--- config.mk ---
export PLATFORM = sky130hd
export DESIGN_NAME = swrms_sqrt
export DESIGN_NICKNAME = d
export VERILOG_FILES = /design/src/hw/rtl/swrms_pkg.sv /design/src/hw/rtl/swrms_sqrt.sv
export SDC_FILE = /design/constraint.sdc
export NUM_CORES = 1
export LEC_CHECK = 0
export ABC_AREA = 1
export BUFFER_PORTS_ARGS = -buffer_cell sky130_fd_sc_hd__buf_2
export CAP_MARGIN = 0
export CORE_MARGIN = 2
export CORE_UTILIZATION = 57
export DETAILED_ROUTE_END_ITERATION = 10
export PLACE_DENSITY = 0.87
export SYNTH_ARGS = -nofsm -noshare
export SYNTH_HDL_FRONTEND = slang
export SYNTH_SLANG_ARGS = --single-unit
--- constraint.sdc ---
create_clock -name clk -period 4.34 [get_ports clk]
set_input_delay 0 -clock clk [delete_from_list [all_inputs] [get_ports clk]]
set_output_delay 0 -clock clk [all_outputs]
set_load 0.005 [all_outputs]
--- src/hw/rtl/swrms_pkg.sv ---
`default_nettype none

package swrms_pkg;

  // default build parameters
  localparam int MAX_WINDOW_DEF  = 4096;
  localparam int SAMPLE_BITS_DEF = 16;

  // configuration register indexes
  localparam int CFG_INDEX_BITS = 8;
  localparam int CFG_DATA_BITS  = 17;
  localparam logic [CFG_INDEX_BITS-1:0] REG_WINDOW_LENGTH     = 8'd0;
  localparam logic [CFG_INDEX_BITS-1:0] REG_WINDOW_RECIPROCAL = 8'd1;

  // register reset values
  localparam logic [12:0] WINDOW_LENGTH_RST     = 13'd512;
  localparam logic [16:0] WINDOW_RECIPROCAL_RST = 17'd128;

  // fixed-point limits
  localparam logic [16:0] RECIP_ONE = 17'd65536;
  localparam int          ENTRY_W   = 31;
  localparam int          SUM_W     = 32;
  localparam int          LEVEL_W   = 16;
  localparam logic [LEVEL_W-1:0] LEVEL_TOP = 16'd32768;

  // status of the iterative root unit
  typedef struct packed {
    logic busy;
    logic done;
  } root_stat_t;

endpackage

`default_nettype wire

--- src/hw/rtl/swrms_sqrt.sv ---
`default_nettype none

module swrms_sqrt (
  input  wire logic                         clk,
  input  wire logic                         rst_n,
  input  wire logic                         start,
  input  wire logic [swrms_pkg::SUM_W-1:0]  value,
  output swrms_pkg::root_stat_t             stat,
  output logic [swrms_pkg::LEVEL_W-1:0]     root
);
  import swrms_pkg::*;

  logic [SUM_W-1:0] rem_r, rem_nxt;
  logic [SUM_W-1:0] res_r, res_nxt;
  logic [SUM_W-1:0] bit_r, bit_nxt;
  logic             busy_r, busy_nxt;
  logic             done_r, done_nxt;
  logic [SUM_W:0]   trial;

  // one bit pair of the restoring square root per cycle
  always_comb begin
    trial    = {1'b0, res_r} + {1'b0, bit_r};
    rem_nxt  = rem_r;
    res_nxt  = res_r;
    bit_nxt  = bit_r;
    busy_nxt = busy_r;
    done_nxt = 1'b0;
    if (start) begin
      rem_nxt  = value;
      res_nxt  = '0;
      bit_nxt  = SUM_W'(1) << (SUM_W - 2);
      busy_nxt = 1'b1;
    end else if (busy_r) begin
      if ({1'b0, rem_r} >= trial) begin
        rem_nxt = rem_r - trial[SUM_W-1:0];
        res_nxt = (res_r >> 1) + bit_r;
      end else begin
        res_nxt = res_r >> 1;
      end
      bit_nxt = bit_r >> 2;
      if (bit_r[1:0] != 2'b00) begin
        busy_nxt = 1'b0;
        done_nxt = 1'b1;
      end
    end
  end

  always_ff @(posedge clk) begin
    if (!rst_n) begin
      busy_r <= 1'b0;
      done_r <= 1'b0;
    end else begin
      busy_r <= busy_nxt;
      done_r <= done_nxt;
    end
    rem_r <= rem_nxt;
    res_r <= res_nxt;
    bit_r <= bit_nxt;
  end

  assign stat.busy = busy_r;
  assign stat.done = done_r;
  assign root      = res_r[LEVEL_W-1:0];

endmodule

`default_nettype wire

# After elaboration in Yosys (flattened, before gate mapping)
# Index checks and enable logic that the tools add are counted.
# W data, S select, Z words.
# totals
out_inout_bits	18
reg_bits	82
word_cells	23
inputBits	35
# classes
add_sub_neg	3
magnitude_cmp	1
bitwise_logic	2
reduce_logical	4
muxes	8
# ops
op	n
$mux W32	4
$add A32 B31 Y33	1
$ge A32 B33 Y1	1
$add A31 B31 Y32	1
$sub A32 B32 Y32	1
$mux W1	4
$reduce_bool A2 Y1	2
$reduce_or A3 Y1	1
$not A1 Y1	2
$reduce_and A2 Y1	1

# Longest topological paths before layout
# logic_depth
depth_word	5
ltp_mapped	30
mapped_depth_nobuf	29

# Least setup slack after synthesis
# No wires, ideal clock.
# synth_timing
path_kind	reg-to-reg
start	register res_r[8]
end	register rem_r[0] (enable)
required_time_ns	3.951
n_path_buf	1
synth_period_minus_slack_ns	4.265
path_slack_ns	0.075
arrival_time_ns	3.875
path_stages_with_launch	26
setup_ns	0.389
cell_sequence	dfxtp_1 ha_1 nand2_1 o21ai_0 inv_1 o21bai_1 a21oi_1 o21bai_1 nand2_1 nand2_1 a21oi_1 xor2_1 ha_1 nand2_1 nor2_1 nand2_1 nor3_1 nand2_1 nand2_1 nor2_1 nor2_2 nor2_8 nand2_4 buf_6 nand2_1 nand2_1
# synth_via
elab_chain_cells	4
# synth_rtl
element	line_no	source
from (decl)	swrms_sqrt.sv:14	logic [SUM_W-1:0] res_r, res_nxt;
from (signal assigned)	swrms_sqrt.sv:57	res_r <= res_nxt;
$add A32 B31 Y33	swrms_sqrt.sv:22	trial = {1'b0, res_r} + {1'b0, bit_r};
$ge A32 B33 Y1	swrms_sqrt.sv:34	if ({1'b0, rem_r} >= trial) begin
$reduce_bool A2 Y1 (no source line)	-	
$reduce_and A2 Y1 (no source line)	-	
to (signal assigned)	swrms_sqrt.sv:56	rem_r <= rem_nxt;
to (decl)	swrms_sqrt.sv:13	logic [SUM_W-1:0] rem_r, rem_nxt;
# Every way passes these cells.
# A chain may end at the register's enable or synchronous reset.

# Worst setup path in the final report
# layout_timing
start	register bit_r[2]
end	register rem_r[2] (enable)
# layout_via
elab_chain_cells	4
# layout_rtl
element	line_no	source
from (decl)	swrms_sqrt.sv:15	logic [SUM_W-1:0] bit_r, bit_nxt;
from (signal assigned)	swrms_sqrt.sv:58	bit_r <= bit_nxt;
$add A32 B31 Y33	swrms_sqrt.sv:22	
$ge A32 B33 Y1	swrms_sqrt.sv:34	
$reduce_bool A2 Y1 (no source line)	-	
$reduce_and A2 Y1 (no source line)	-	
# Every way passes these cells.

==> impl_metrics.toml <==
[run_status]
outcome = "complete, no violations"

[place]
portBuffers = 52
place_congestion = 1.012
place_ws_ns = 0.1554
dp_hpwl_mm = 17.92

[routing]
drt-total-wl_mm = 24.30
vias_per_cell = 5.712
via_count = 8900
drtAntennaViolNets = 0
wl_per_cell_um = 15.59
drt-initial-drc-count = 1087
top_layer = "met4"
first_pass_iters = 8
met3_wirelength_mm = 1.630
drcViolationCount = 0
routed-wl-met2_mm = 11.05
met1_length_mm = 10.83

[global_routing]
grt_pass1_wl_mm = 39.12
first_global_vias = 8295
grt_util_all_layers = 0.3054
grt_overflow = 0
antenna_found_initial = 0
grt_start_max_net_pins = 77

[die]
ios = 53
start_util = 0.5758
die_h_um = 124.5
die-area_sq_um = 15490
num_rows = 44
die-width_um = 124.5
core_sq_um = 14370

[synthesis]
synth_nets = 1410
yosys_warnings = 0
async_flop_share = 0
syn_area_sq_um = 8273
postSynthAreaPerCell_sq_um = 6.325
yosys.area.top_type = "nand2_1"
ys_ff_latch = 82
synth_cell_types = 43
netlist_instances = 1308
yosysSeqAreaShare = 0.2371
synth_edf_count = 32
synth_area_leaders = "nand2_1 (16%), dfxtp_1 (12%), edfxtp_1 (12%)"
ys_dominant_reg_cell = "dfxtp_1"
synth_top_area_share = 0.1611

[sta]
clock_skew_ns = 0.009772
fin_crit_sh = 0.9541
max-slew-margin-rel = 0.3184
report.final.hold_viol_count = 0
period_needed_ns = 4.141
finalSetupViolCount = 0
worst_slack_ns = 0.1993
final_max_slew_viol_count = 0
max_clock_freq_ghz = 0.2415
worst_slew_pin_slew_ns = 1.021

[setup_path]
cp-end-kind = "flop"
arrival_ns = 4.20
cp.required_ns = 4.40
crit_path_max_fanout = 16
cp-start-kind = "flop"
crit_type = "reg -> reg"

[power_and_ir_drop]
p_switching_mw = 2.206
p_int_mw = 2.550
pwr-share-clk = 0.183
ir_drop_mv = 0.2617
p_leak_nw = 4.362
power_density_nw_per_um2 = 507.1
p_comb_frac = 0.575
swShare = 0.4638
seq_power_share = 0.242

[worst_hold_path]
hp-class = "in -> reg"

[clock_network]
cts_made_buffers = 9
worstSkewPairLatency_ns = 0.36
clockBufferDepth = 2
clock_sinks = 82
root_buffer = "clkbuf_16"
htreeDepth = 3
tritoncts = "built"
clk_pin_slew_ns = 0.07

[finish]
fin_nets = 1471
area_delta_synth_final_pct = 13.35
post-route-util = 0.6526
n_antenna_cell = 0
drive_above_1_share = 0.09680

[run]
cap_violations = 0
[critical path, cell delays in order, from the launching register on]
cell,delay [ns]
dfxtp_2,0.35
ha_1,0.32
nand3_1,0.08
nand2_1,0.09
nand2_1,0.06
nand2_1,0.12
nand3_1,0.16
nand2_2,0.17
a21oi_2,0.09
o21ai_2,0.17
a21oi_1,0.10
xor2_1,0.15
ha_1,0.36
nand2_1,0.13
nor2_1,0.16
nand3_1,0.14
nor2_1,0.18
nand2_1,0.08
nand2_1,0.08
nor2_1,0.05
nor2_2,0.21
nor2_8,0.07
nand2_4,0.06
nand2_1,0.09
nand2_4,0.17
buf_12,0.19
[placed cells by master, fill, tap and decap left out, types with 6 or more instances in the layout]
cell type      netlist  layout
buf_2               11      52
a31oi_1              7       7
nand3b_1             6       6
dlygate4sd3_1        0      31
or2_2               11      11
xor2_1              34      34
o21bai_1            12      12
nor3_1              17      17
nor2_1             126     125
ha_1                66      63
nand4_1             14      14
o21ai_1              6       7
buf_4               20      21
a21oi_1             91      88
nand2_2              4       7
dfxtp_1             50      48
nand2_1            355     351
a21o_1              10      10
edfxtp_1            32      32
inv_1              154     154
xnor2_1             24      24
nand3_1            131     131
clkbuf_16            0      11
o21ai_0             69      66
[what timing repair did]
| action | CTS | global route |
|---|---|---|
| setup buffers | 0 | 1 |
| endpoints found under the setup margin | 0 | 69 |
| gates resized for setup | 0 | 20 |
| endpoints found under the hold margin | 32 | 0 |
| hold buffers | 31 | 0 |
[sequential cells by signal, summed over array words and instances (netlist names)]
signal	cells
bit_r	16
busy_r	1
done_r	1
rem_r	32
res_r	32
[final timing paths]
kind | cells past startpoint | slack [ns] | start | endpoint
setup / recovery | 25 | 0.20 | bit_r[2]$_SDFFE_PP0P_ | rem_r[2]$_DFFE_PP_
hold / removal | 3 | 0.01 | value[28] | rem_r[28]$_DFFE_PP_
setup reg to reg | 25 | 0.20 | bit_r[2]$_SDFFE_PP0P_ | rem_r[2]$_DFFE_PP_
hold reg to reg | 2 | 0.51 | res_r[0]$_SDFFE_PP0P_ | res_r[0]$_SDFFE_PP0P_
[synth_stat cells, types with 4 or more instances]
cell type	number
xnor2_1	24
o21ai_0	69
o21ai_1	6
o31ai_1	5
nand3_1	131
or2_2	11
nand2_1	355
nor3_1	17
a21boi_0	4
dfxtp_1	50
buf_2	11
a31oi_1	7
nor2_1	126
nand3b_1	6
inv_1	154
ha_1	66
buf_4	20
edfxtp_1	32
a21oi_1	91
nand4_1	14
a21o_1	10
o21bai_1	12
clkbuf_1	22
xor2_1	34
nor4_1	5
nand2_2	4
[metrics by stage]
step                TNS [ns]  hold WS, ns  total power [mW]  std cells  cell area (sq um)
CTS                        0      0.02433             4.646       1555               9254
floorplan                  0       0.1321             3.156       1308               8273
detailed placement         0       0.2438             3.756       1508               8612
finish                     0      0.01423             4.755       1558               9378
global placement           0       0.2430             3.712       1508               8612
global route          -1.578      0.07224             5.116       1558               9378
[per-layer routing]
layer / global-route usage / vias up
met5: 0 / -
met4: 0.1322 / 0
met3: 0.04381 / 58
met2: 0.4886 / 407
met1: 0.4114 / 4042
li1: - / 4393
[cells by family (layout without fill, tap and decap cells)]
group                    Yosys count  after routing  share of synthesized area
buffers and inverters            213            279                     0.1101
AND/OR/NAND/NOR                  677            677                     0.3482
AO/OA/AOI/OAI                    211            211                     0.1410
XOR/XNOR                          58             58                    0.06140
flip-flops                        82             82                     0.2371
adder cells (fa/ha/maj)           67             67                     0.1022
[cell type report]
| cell class | instances | area (sq um) |
|---|---|---|
| inverter | 155 | 581.8 |
| timing repair buffer | 108 | 795.8 |
| sequential | 82 | 1964 |
| clock inverter | 5 | 67.56 |
| tap | 184 | 230.2 |
| clock buffer | 11 | 264.0 |
| fill | 1269 | 4991 |
| multi-input combinational | 1013 | 5474 |
[power groups by stage]
| stage | clock network, mW | logic [mW] | registers [mW] |
|---|---|---|---|
| finish | 0.870 | 2.74 | 1.15 |
| global route | 0.893 | 3.06 | 1.16 |
| CTS | 0.867 | 2.64 | 1.14 |
| detailed placement | 0 | 2.60 | 1.16 |
| global placement | 0 | 2.56 | 1.15 |
| floorplan | 0 | 2.04 | 1.12 |
Note: power is estimated with default switching activity, not from simulation.
